File: src/rtl/assert_macros.svh
// ---------------------------------------------------------------------------
// Assertion macros
// Shared concurrent assertion wrappers. They compile away under SYNTHESIS.
// ---------------------------------------------------------------------------
`ifndef ASSERT_MACROS_SVH
`define ASSERT_MACROS_SVH

`ifndef SYNTHESIS
// Checked at every rising clock edge outside reset.
`define SHA_ASSERT(lbl, clk, rst, prop, msg) \
   lbl: assert property (@(posedge clk) disable iff (rst) prop) else $error(msg);
// Checked at every rising clock edge, reset included.
`define SHA_ASSERT_ALWAYS(lbl, clk, prop, msg) \
   lbl: assert property (@(posedge clk) prop) else $error(msg);
`else
`define SHA_ASSERT(lbl, clk, rst, prop, msg)
`define SHA_ASSERT_ALWAYS(lbl, clk, prop, msg)
`endif

`endif

File: src/rtl/sha224_pkg.sv
// ---------------------------------------------------------------------------
// SHA-224 package
// Sequencer states, initial hash values, round constants and round functions.
// ---------------------------------------------------------------------------
package sha224_pkg;

   typedef enum logic [2:0] {
      ST_IDLE,
      ST_PAD,
      ST_ROUND,
      ST_FOLD,
      ST_EMIT
   } state_type;

   localparam logic [31:0] PAD_WORD          = 32'h8000_0000;
   localparam logic [2:0]  FULL_BYTES        = 3'd4;
   localparam logic [2:0]  DIGEST_LAST_INDEX = 3'd6;
   localparam logic [3:0]  LEN_HI_SLOT       = 4'd14;
   localparam logic [3:0]  LAST_SLOT         = 4'd15;
   localparam logic [5:0]  LAST_ROUND        = 6'd63;

   localparam logic [31:0] HASH_INIT [8] = '{
      32'hc1059ed8, 32'h367cd507, 32'h3070dd17, 32'hf70e5939,
      32'hffc00b31, 32'h68581511, 32'h64f98fa7, 32'hbefa4fa4
   };

   localparam logic [31:0] ROUND_K [64] = '{
      32'h428a2f98, 32'h71374491, 32'hb5c0fbcf, 32'he9b5dba5,
      32'h3956c25b, 32'h59f111f1, 32'h923f82a4, 32'hab1c5ed5,
      32'hd807aa98, 32'h12835b01, 32'h243185be, 32'h550c7dc3,
      32'h72be5d74, 32'h80deb1fe, 32'h9bdc06a7, 32'hc19bf174,
      32'he49b69c1, 32'hefbe4786, 32'h0fc19dc6, 32'h240ca1cc,
      32'h2de92c6f, 32'h4a7484aa, 32'h5cb0a9dc, 32'h76f988da,
      32'h983e5152, 32'ha831c66d, 32'hb00327c8, 32'hbf597fc7,
      32'hc6e00bf3, 32'hd5a79147, 32'h06ca6351, 32'h14292967,
      32'h27b70a85, 32'h2e1b2138, 32'h4d2c6dfc, 32'h53380d13,
      32'h650a7354, 32'h766a0abb, 32'h81c2c92e, 32'h92722c85,
      32'ha2bfe8a1, 32'ha81a664b, 32'hc24b8b70, 32'hc76c51a3,
      32'hd192e819, 32'hd6990624, 32'hf40e3585, 32'h106aa070,
      32'h19a4c116, 32'h1e376c08, 32'h2748774c, 32'h34b0bcb5,
      32'h391c0cb3, 32'h4ed8aa4a, 32'h5b9cca4f, 32'h682e6ff3,
      32'h748f82ee, 32'h78a5636f, 32'h84c87814, 32'h8cc70208,
      32'h90befffa, 32'ha4506ceb, 32'hbef9a3f7, 32'hc67178f2
   };

   function automatic logic [31:0] big_sigma0(input logic [31:0] x);
      return {x[1:0], x[31:2]} ^ {x[12:0], x[31:13]} ^ {x[21:0], x[31:22]};
   endfunction

   function automatic logic [31:0] big_sigma1(input logic [31:0] x);
      return {x[5:0], x[31:6]} ^ {x[10:0], x[31:11]} ^ {x[24:0], x[31:25]};
   endfunction

   function automatic logic [31:0] small_sigma0(input logic [31:0] x);
      return {x[6:0], x[31:7]} ^ {x[17:0], x[31:18]} ^ {3'b000, x[31:3]};
   endfunction

   function automatic logic [31:0] small_sigma1(input logic [31:0] x);
      return {x[16:0], x[31:17]} ^ {x[18:0], x[31:19]} ^ {10'd0, x[31:10]};
   endfunction

endpackage

File: src/rtl/sha224_digest.sv
// A non-final request is taken as soon as it is offered in ST_IDLE; the sixteenth word of a block
// is followed by the rounds and a fold, during which req_ready is low and no word is taken.
// The final request adds the pad words, one or two blocks of rounds and folds, then seven
// digest responses, one per cycle while rsp_ready is high. The sustained rate is set by the
// single round unit working one round per cycle.
// Reset is synchronous and active high; it loads the initial hash values, with no clearing pass.
// ---------------------------------------------------------------------------
// SHA-224 digest engine
// Gathers big-endian message words into a 16-word window, runs the 64-round
// compression through one shared round unit, pads the message and returns
// the seven digest words as separate responses.
// ---------------------------------------------------------------------------
`include "assert_macros.svh"

module sha224_digest (
   input  logic        clock,
   input  logic        reset,
   input  logic        req_valid,
   output logic        req_ready,
   input  logic [31:0] req_message_word,
   input  logic [2:0]  req_valid_bytes,
   input  logic        req_final_word,
   output logic        rsp_valid,
   input  logic        rsp_ready,
   output logic [31:0] rsp_digest_word,
   output logic [2:0]  rsp_digest_index,
   output logic        rsp_digest_last
);

   // Sequencer state and control registers.
   sha224_pkg::state_type state_ff, state_in;
   logic [63:0] bitlen_ff, bitlen_in;   // message length in bits, wraps
   logic [3:0]  pos_ff, pos_in;         // next free slot of the window
   logic [5:0]  rnd_ff, rnd_in;         // round counter
   logic [2:0]  idx_ff, idx_in;         // digest word being offered
   logic        tail_ff, tail_in;       // the final request has been taken
   logic        pad80_ff, pad80_in;     // the pad word still has to go in
   logic        lenhi_ff, lenhi_in;     // the upper length word is in the window
   logic        lendone_ff, lendone_in; // the length words are in the window
   logic [31:0] hash_ff [8];
   logic [31:0] hash_in [8];

   // Datapath registers; they need no reset since every slot is written before it is read.
   logic [31:0] win_ff [16];
   logic [31:0] win_in [16];
   logic [31:0] work_ff [8];
   logic [31:0] work_in [8];

   // The window is a shift line: the round unit always takes slot 0, and
   // new words, whether from a request or from the schedule, enter at slot 15.
   logic        shift_en;
   logic [31:0] shift_word;

   logic [2:0]  vclamp;
   logic [31:0] last_word;
   logic [31:0] sched_word;
   logic [31:0] t1, t2, ch, maj;

   // Byte counts above four behave as four.
   always_comb begin
      if (req_valid_bytes inside {[3'd4:3'd7]}) begin
         vclamp = sha224_pkg::FULL_BYTES;
      end else begin
         vclamp = req_valid_bytes;
      end
   end

   // The final word keeps its valid leading bytes and takes the pad byte right after them.
   // With four valid bytes the pad needs a word of its own.
   always_comb begin
      case (vclamp)
         3'd0:    last_word = sha224_pkg::PAD_WORD;
         3'd1:    last_word = {req_message_word[31:24], 24'h80_0000};
         3'd2:    last_word = {req_message_word[31:16], 16'h8000};
         3'd3:    last_word = {req_message_word[31:8], 8'h80};
         default: last_word = req_message_word;
      endcase
   end

   // Shared round unit: one SHA-256 round and one schedule word per cycle.
   always_comb begin
      sched_word = win_ff[0] + sha224_pkg::small_sigma0(win_ff[1]) + win_ff[9]
                 + sha224_pkg::small_sigma1(win_ff[14]);
      ch  = (work_ff[4] & work_ff[5]) ^ (~work_ff[4] & work_ff[6]);
      maj = (work_ff[0] & work_ff[1]) ^ (work_ff[0] & work_ff[2]) ^ (work_ff[1] & work_ff[2]);
      t1  = work_ff[7] + sha224_pkg::big_sigma1(work_ff[4]) + ch
          + sha224_pkg::ROUND_K[rnd_ff] + win_ff[0];
      t2  = sha224_pkg::big_sigma0(work_ff[0]) + maj;
   end

   always_ff @(posedge clock) begin
      if (reset) begin
         state_ff   <= sha224_pkg::ST_IDLE;
         bitlen_ff  <= '0;
         pos_ff     <= '0;
         rnd_ff     <= '0;
         idx_ff     <= '0;
         tail_ff    <= 1'b0;
         pad80_ff   <= 1'b0;
         lenhi_ff   <= 1'b0;
         lendone_ff <= 1'b0;
         hash_ff    <= sha224_pkg::HASH_INIT;
      end else begin
         state_ff   <= state_in;
         bitlen_ff  <= bitlen_in;
         pos_ff     <= pos_in;
         rnd_ff     <= rnd_in;
         idx_ff     <= idx_in;
         tail_ff    <= tail_in;
         pad80_ff   <= pad80_in;
         lenhi_ff   <= lenhi_in;
         lendone_ff <= lendone_in;
         hash_ff    <= hash_in;
      end
   end

   always_ff @(posedge clock) begin
      win_ff  <= win_in;
      work_ff <= work_in;
   end

   // Sequencer: next state, control updates and handshake outputs.
   always_comb begin
      state_in   = state_ff;
      bitlen_in  = bitlen_ff;
      pos_in     = pos_ff;
      rnd_in     = rnd_ff;
      idx_in     = idx_ff;
      tail_in    = tail_ff;
      pad80_in   = pad80_ff;
      lenhi_in   = lenhi_ff;
      lendone_in = lendone_ff;
      hash_in    = hash_ff;
      work_in    = work_ff;
      shift_en   = 1'b0;
      shift_word = '0;
      req_ready  = 1'b0;
      rsp_valid  = 1'b0;

      case (state_ff)
         sha224_pkg::ST_IDLE: begin
            req_ready = 1'b1;
            if (req_valid) begin
               shift_en = 1'b1;
               pos_in   = pos_ff + 4'd1;
               if (req_final_word) begin
                  shift_word = last_word;
                  bitlen_in  = bitlen_ff + {58'd0, vclamp, 3'b000};
                  tail_in    = 1'b1;
                  pad80_in   = (vclamp == sha224_pkg::FULL_BYTES);
                  state_in   = sha224_pkg::ST_PAD;
               end else begin
                  shift_word = req_message_word;
                  bitlen_in  = bitlen_ff + 64'd32;
               end
               if (pos_ff == sha224_pkg::LAST_SLOT) begin
                  state_in = sha224_pkg::ST_ROUND;
                  rnd_in   = '0;
                  work_in  = hash_ff;
               end
            end
         end

         // One padding word per cycle: the pad word if it is still due, zero fill,
         // then the upper and lower halves of the bit length in the last two slots.
         // When the pad byte or the pad word took slot fourteen, the last slot is
         // zero filled and the length goes into a further block.
         sha224_pkg::ST_PAD: begin
            shift_en = 1'b1;
            pos_in   = pos_ff + 4'd1;
            if (pad80_ff) begin
               shift_word = sha224_pkg::PAD_WORD;
               pad80_in   = 1'b0;
            end else if (pos_ff == sha224_pkg::LEN_HI_SLOT) begin
               shift_word = bitlen_ff[63:32];
               lenhi_in   = 1'b1;
            end else if ((pos_ff == sha224_pkg::LAST_SLOT) && lenhi_ff) begin
               shift_word = bitlen_ff[31:0];
               lendone_in = 1'b1;
            end else begin
               shift_word = '0;
            end
            if (pos_ff == sha224_pkg::LAST_SLOT) begin
               state_in = sha224_pkg::ST_ROUND;
               rnd_in   = '0;
               work_in  = hash_ff;
            end
         end

         sha224_pkg::ST_ROUND: begin
            shift_en   = 1'b1;
            shift_word = sched_word;
            for (int i = 7; i > 0; i--) begin
               work_in[i] = work_ff[i-1];
            end
            work_in[4] = work_ff[3] + t1;
            work_in[0] = t1 + t2;
            rnd_in     = rnd_ff + 6'd1;
            if (rnd_ff == sha224_pkg::LAST_ROUND) begin
               state_in = sha224_pkg::ST_FOLD;
            end
         end

         // Fold the working words into the chaining value, then take more words, pad, or emit the digest.
         sha224_pkg::ST_FOLD: begin
            for (int i = 0; i < 8; i++) begin
               hash_in[i] = hash_ff[i] + work_ff[i];
            end
            if (lendone_ff) begin
               state_in = sha224_pkg::ST_EMIT;
               idx_in   = '0;
            end else if (tail_ff) begin
               state_in = sha224_pkg::ST_PAD;
            end else begin
               state_in = sha224_pkg::ST_IDLE;
            end
         end

         // The digest is read straight from the hash registers, which hold still here.
         sha224_pkg::ST_EMIT: begin
            rsp_valid = 1'b1;
            if (rsp_ready) begin
               idx_in = idx_ff + 3'd1;
               if (idx_ff == sha224_pkg::DIGEST_LAST_INDEX) begin
                  state_in   = sha224_pkg::ST_IDLE;
                  hash_in    = sha224_pkg::HASH_INIT;
                  bitlen_in  = '0;
                  pos_in     = '0;
                  tail_in    = 1'b0;
                  pad80_in   = 1'b0;
                  lenhi_in   = 1'b0;
                  lendone_in = 1'b0;
               end
            end
         end

         default: begin
            state_in = sha224_pkg::ST_IDLE;
         end
      endcase
   end

   always_comb begin
      for (int i = 0; i < 15; i++) begin
         win_in[i] = shift_en ? win_ff[i+1] : win_ff[i];
      end
      win_in[15] = shift_en ? shift_word : win_ff[15];
   end

   assign rsp_digest_word  = hash_ff[idx_ff];
   assign rsp_digest_index = idx_ff;
   assign rsp_digest_last  = (idx_ff == sha224_pkg::DIGEST_LAST_INDEX);

   // A compression only ever starts on a full window, so the slot count has wrapped.
   `SHA_ASSERT(a_round_pos_zero, clock, reset, (state_ff == sha224_pkg::ST_ROUND) |-> (pos_ff == 4'd0), "window slot count not zero during rounds")
   // Every compression starts at round zero.
   `SHA_ASSERT(a_round_start, clock, reset, ((state_ff == sha224_pkg::ST_ROUND) && ($past(state_ff) != sha224_pkg::ST_ROUND)) |-> (rnd_ff == 6'd0), "compression did not start at round zero")
   // Requests and responses are never offered together.
   `SHA_ASSERT_ALWAYS(a_one_side, clock, !(req_ready && rsp_valid), "request and response sides active together")
   // After the last digest word the engine is rearmed for a new message.
   `SHA_ASSERT(a_rearm, clock, reset, (rsp_valid && rsp_ready && rsp_digest_last) |=> (req_ready && (bitlen_ff == 64'd0) && (pos_ff == 4'd0)), "engine not rearmed after digest")
   // Results are only offered once the length has gone into a block.
   `SHA_ASSERT(a_emit_after_len, clock, reset, rsp_valid |-> (lendone_ff && tail_ff), "digest offered before the message was padded")

endmodule

File: config.mk
export PLATFORM = sky130hd
export DESIGN_NAME = sha224_digest
export DESIGN_NICKNAME = d
export VERILOG_FILES = /design/src/rtl/sha224_pkg.sv /design/src/rtl/sha224_digest.sv
export VERILOG_INCLUDE_DIRS = /design/src /design/src/rtl
export SDC_FILE = /design/constraint.sdc
export NUM_CORES = 2
export LEC_CHECK = 0
export ABC_AREA = 0
export BUFFER_PORTS_ARGS = -buffer_cell sky130_fd_sc_hd__clkbuf_2
export CAP_MARGIN = 20
export CORE_MARGIN = 1
export CORE_UTILIZATION = 41
export DETAILED_ROUTE_END_ITERATION = 6
export GPL_ROUTABILITY_DRIVEN = 0
export HOLD_SLACK_MARGIN = 0.03
export PLACE_DENSITY_LB_ADDON = 0.05
export SYNTH_ARGS = -nofsm -noshare
export SYNTH_HDL_FRONTEND = slang
export SYNTH_SLANG_ARGS = --single-unit
File: constraint.sdc
create_clock -name clock -period 58.9 [get_ports clock]
set_clock_uncertainty 0.1 [all_clocks]
set_input_delay 0 -clock clock [delete_from_list [all_inputs] [get_ports clock]]
set_output_delay 0 -clock clock [all_outputs]
set_load 0.05 [all_outputs]
# Yosys cells after proc, flatten, opt, wreduce, memory -nomap -nowiden

Memory sizes are Yosys's and may differ from the RTL's.
Cells that the tools add are included.

Register bits after elaboration: 1,108
Bits in latches: 0
Memory bits (writable): 0
ROM bits: 2,048
Input port bits: 40
Output and inout bits: 38
Word-level logic and storage cells: 195
Memories: 1

Add/sub/neg operators: 23
Multipliers: 0
Div/mod/pow operators: 0
Magnitude comparators: 4
Equality and inequality tests: 24
Shift operators: 0
Muxes and demuxes: 63
Bitwise logic cells: 19
Reduce and logical (&&, ||, !) cells: 20

Memory list:

| name             | words | width | rd ports | clocked after Yosys merged registers in | write ports | line                | source |
|---|---|---|---|---|---|---|---|
| (name not given) | 64    | 32    | 1        | 0                                       | 0           | sha224_digest.sv:87 | `+ sha224_pkg::ROUND_K[rnd_ff] + win_ff[0];` |

Operators by type and width:

| kind                                                 | count |
|---|---|
| two-way mux 256 bit                                  | 4 |
| one-hot mux 256 bit (3 select lines)                 | 1 |
| adder 32 bit                                         | 18 |
| one-hot mux 256 bit (2 select lines)                 | 1 |
| two-way mux 32 bit                                   | 9 |
| XOR 32 bit                                           | 9 |
| two-way mux 64 bit                                   | 4 |
| AND 32 bit                                           | 5 |
| one-hot mux 32 bit (4 select lines)                  | 1 |
| one-hot mux 64 bit (2 select lines)                  | 1 |
| binary-select mux 32 bit (select 3 bit)              | 1 |
| one-hot mux 32 bit (3 select lines)                  | 1 |
| adder 64 x 6 -> 64 bit                               | 1 |
| adder 64 x 6 -> 64 bit (second input constant)       | 1 |
| two-way mux 3 bit                                    | 11 |
| inverter 32 bit                                      | 1 |
| XOR 32 x 22 -> 32 bit                                | 1 |
| XOR 32 x 29 -> 32 bit                                | 1 |
| != test 2 bit (second input constant)                | 11 |
| one-hot mux 6 bit (3 select lines)                   | 1 |
| two-way mux 1 bit                                    | 15 |
| one-hot mux 3 bit (5 select lines)                   | 1 |
| AND reduction 5 bit                                  | 3 |
| equality test 3 x 2 -> 1 bit (second input constant) | 4 |
| other kinds (29)                                     | 47 |

# Longest topological paths before layout

Word-level depth: 8
Depth in mapped cells: 36
Gate-level depth less buffers: 34

# Worst setup path before layout

No wires, ideal clock.

Path kind: reg2reg
From: register state_ff[0]
To: register rnd_ff[4]
Library setup time: 0.128 ns
Arrival time: 51.888 ns
Setup slack: 6.784 ns
Stages on the path, launching flop included: 9
Buffers on the path: 1
Clock period less this slack: 52.116 ns
Cells stage by stage: dfxtp_1 > clkbuf_1 > nor3_1 > a211oi_1 > nand2_1 > inv_1 > nand2_1 > a21oi_1 > nor2_1

Word-level cells in the longest chain between the ends: 3
Elaborated cells between the ends (all ways): 7

Ends and longest elaborated chain:

| what                                                                 | line                 | source |
|---|---|---|
| start, declared                                                      | sha224_digest.sv:31  | `sha224_pkg::state_type state_ff, state_in;` |
| start signal, assigned                                               | sha224_digest.sv:93  | `state_ff <= sha224_pkg::ST_IDLE;` |
| start signal, assigned                                               | sha224_digest.sv:104 | `state_ff <= state_in;` |
| equality test 3 x 2 -> 1 bit (tied with other cells)                 | sha224_digest.sv:140 | `case (state_ff)` |
| nonzero test 3 bit (no line) / != test 2 bit (equally long branches) | --                   |  |
| AND reduction 2 bit (no line)                                        | --                   |  |
| end signal, assigned                                                 | sha224_digest.sv:107 | `rnd_ff <= rnd_in;` |
| end, declared                                                        | sha224_digest.sv:34  | `logic [5:0] rnd_ff, rnd_in;` |

Parallel ways exist; a longest one is shown, timed or not.
A chain may end at the register's enable or synchronous reset.

==> metrics.txt <==
Slowest-stage cell, CP=dfxtp_1; final WL=245,000 um; Synth Area per Inst=9.93 um2; Syn Std Cell Area=69,500 um2; Worst VDD drop=0.0315 mV; Setup violations, final=0; final hold violation count=0; Top Layer Used=met5; vias in the first global route=50.4k; Slew headroom=21.4%; CP max stage delay=900 ps; row count=150; Chip Height=414 um; Root Driver=clkbuf_16; count leader, synth=nand2_1; Vias/cell=5.84; number of synthesis warnings=0; reg-to-reg endpoint=work_ff[252]; Max-Cap Viols=0; Endpoint, Worst Hold=win_ff[15]; Syn Nets=7,645; post-CTS sizing=0; Layout Area Growth over Synthesis=10.7%; number of synthesized flops with an enable pin=768; average routed wire per standard cell=26.3 um; synthesized flop and latch total=1,105; gr usage total=28.3%; failing checks=DRC; critical path launch point type=flip-flop; Ports=78; I/O Buffers=77; layout cells sized above 1=7.21%; Hold Crit Class=in -> reg; Crit Path Max Fanout=21; element type at the critical path end=flip-flop; Layout Nets=7,658; first-pass GRT wire length=353,000 um; Die Wd=414 um; H-tree Lvls=4; r2r setup slk=49,310 ps; via count=54.5k; initial antenna violation count=10; Die ar.=171,000 um2; Crit path required time=59,290 ps; TritonRoute pass-1 iters=7; Period Utilization, post-route=16.3%; DRC=8; clock sink total=1,105; clock latency on the worst-skew pair=810 ps; routed length on met1=116,000 um; met2 WL=102,000 um; Remaining Overflow, GRT=0; non-filler cells, final=9,331; kind of critical path=reg -> reg; Iteration-0 DRC Markers=6,518; sequential share of the synthesized area=42.9%; TritonCTS Buffers=133; Yosys top cell by area=edfxtp_1; Starting Density=41.4%; reg-to-reg startpoint=rnd_ff[1]; Post-Route Setup TNS=0 ps; Post-synth ARST share=0%; Min-Delay Path Depth=5; Distinct cells, synth=100; Filler Cells Inserted=16.1k; worst-margin pin slew=1180 ps; Cell Count Post-Placement=9,025; Power Density=37.5 nW/um2; fin crit period=9590 ps; Synth area leaders=edfxtp_1 (33%), dfxtp_1 (9.7%), ha_1 (7.3%); DP HPWL=180,000 um; remaining antenna violation count=0; status=finished with violations; Post-synth top cells=nand2_1 (994), edfxtp_1 (768), nor2_1 (440), a21oi_1 (426), o21ai_0 (410); CTS tree=done; R2R depth=30; hold path start=req_message_word[15]; core area=168,000 um2; top_reg_cell synth=edfxtp_1; largest net degree at the start of global routing=168; setup ws final=49,310 ps; Worst-path clk slew=60 ps; f_max=104 MHz; pre-CTS setup slack=49,540 ps; met3 WL=21,000 um; leak pwr=0.0300 uW; post-synth top area share=33.2%; Max Buffers Root-to-Sink=3; Syn Inst Count=7,004; Slew Limit Fails=0; RSZ-0062 raised after global routing=false; CP arrival=9980 ps
## repair_timing
item                                   in CTS  in global routing
setup buffers                               0                  0
hold buffers                               60                  0
endpoints found under the hold margin     171                  0
## how the worst max path moves through the flow
stage                startpoint            to  depth (start not counted)
floorplan           state_ff[0]     rnd_ff[4]                          8
global placement      rnd_ff[1]  work_ff[254]                         30
finish                rnd_ff[1]  work_ff[252]                         30
global route          rnd_ff[1]  work_ff[252]                         30
detailed placement    rnd_ff[1]  work_ff[252]                         30
CTS                   rnd_ff[1]  work_ff[252]                         30
## state kept, by name (all words and copies together), names as in the netlist
signal	flops
lenhi_ff	1
rsp_digest_index	3
tail_ff	1
rnd_ff	6
pos_ff	4
state_ff	3
bitlen_ff	61
hash_ff	256
pad80_ff	1
work_ff	256
win_ff	512
lendone_ff	1
## cells by family after synthesis
| kind of cell | after synthesis | synth area share (%) |
|---|---|---|
| buffers and inverters | 743 | 4.02 |
| XOR/XNOR | 585 | 7.39 |
| AO/OA/AOI/OAI | 1667 | 15.3 |
| flip-flops | 1105 | 42.9 |
| adder cells (fa/ha/maj) | 631 | 13.4 |
| multiplexers | 154 | 3.47 |
| AND/OR/NAND/NOR | 2119 | 13.6 |
## critical path: cells and delay by family (launching register included)
family                   cells  cell delay, ps
XOR/XNOR                     2             360
AO/OA/AOI/OAI               17            3930
flip-flops                   1             900
buffers and inverters        2             450
AND/OR/NAND/NOR              3             870
adder cells (fa/ha/maj)      6            2670
## per-stage QoR
stage	util, %	total power (uW)	hold slack (ps)	cell area (um2)
floorplan	-	1770	94.3	69500
global placement	43.0	2040	238	72100
detailed placement	43.0	2050	247	72100
CTS	45.9	2880	38.2	77000
global route	45.9	3040	99.7	77000
finish	45.9	2890	94.0	77000
## per-layer routing
metal,track usage [%],vias to the layer above
li1,-,25201
met1,43.0,26837
met2,40.5,2168
met3,5.85,302
met4,7.10,2
met5,0,-
## placed cells by master, fill, tap and decap left out, types with 47 or more instances in the layout
master,count
edfxtp_1,768
a31oi_1,79
xnor2_1,370
clkbuf_2,76
clkbuf_16,134
clkbuf_1,47
dlygate4sd3_1,60
o21bai_1,51
buf_4,80
nand3_1,143
nor2b_1,60
xor2_1,214
a211oi_1,60
fa_1,196
nor2_1,437
a21oi_1,426
inv_1,399
and3_1,64
o21ai_0,410
o21a_1,60
a21o_1,164
nand2b_1,54
nor3_1,142
nand2_1,990
ha_1,405
mux4_2,65
dfxtp_1,330
## cell type report
cell class	count	area [um2]	share of cell area, %
clock buffers	186	3600	4.67
flip-flops and latches	1105	29800	38.8
diodes	2	5.00	0.00650
clock inverters	57	633	0.822
multi-input cells	5156	37000	48.1
repair buffers	219	1630	2.11
inverters	402	1520	1.97
well taps	2204	2760	3.58
## report_power, final
part	total (uW)	switching (uW)	internal (uW)
logic	1130	695	438
registers	936	36.7	900
clock network	816	350	466
Power figures use the tool's default switching activity.
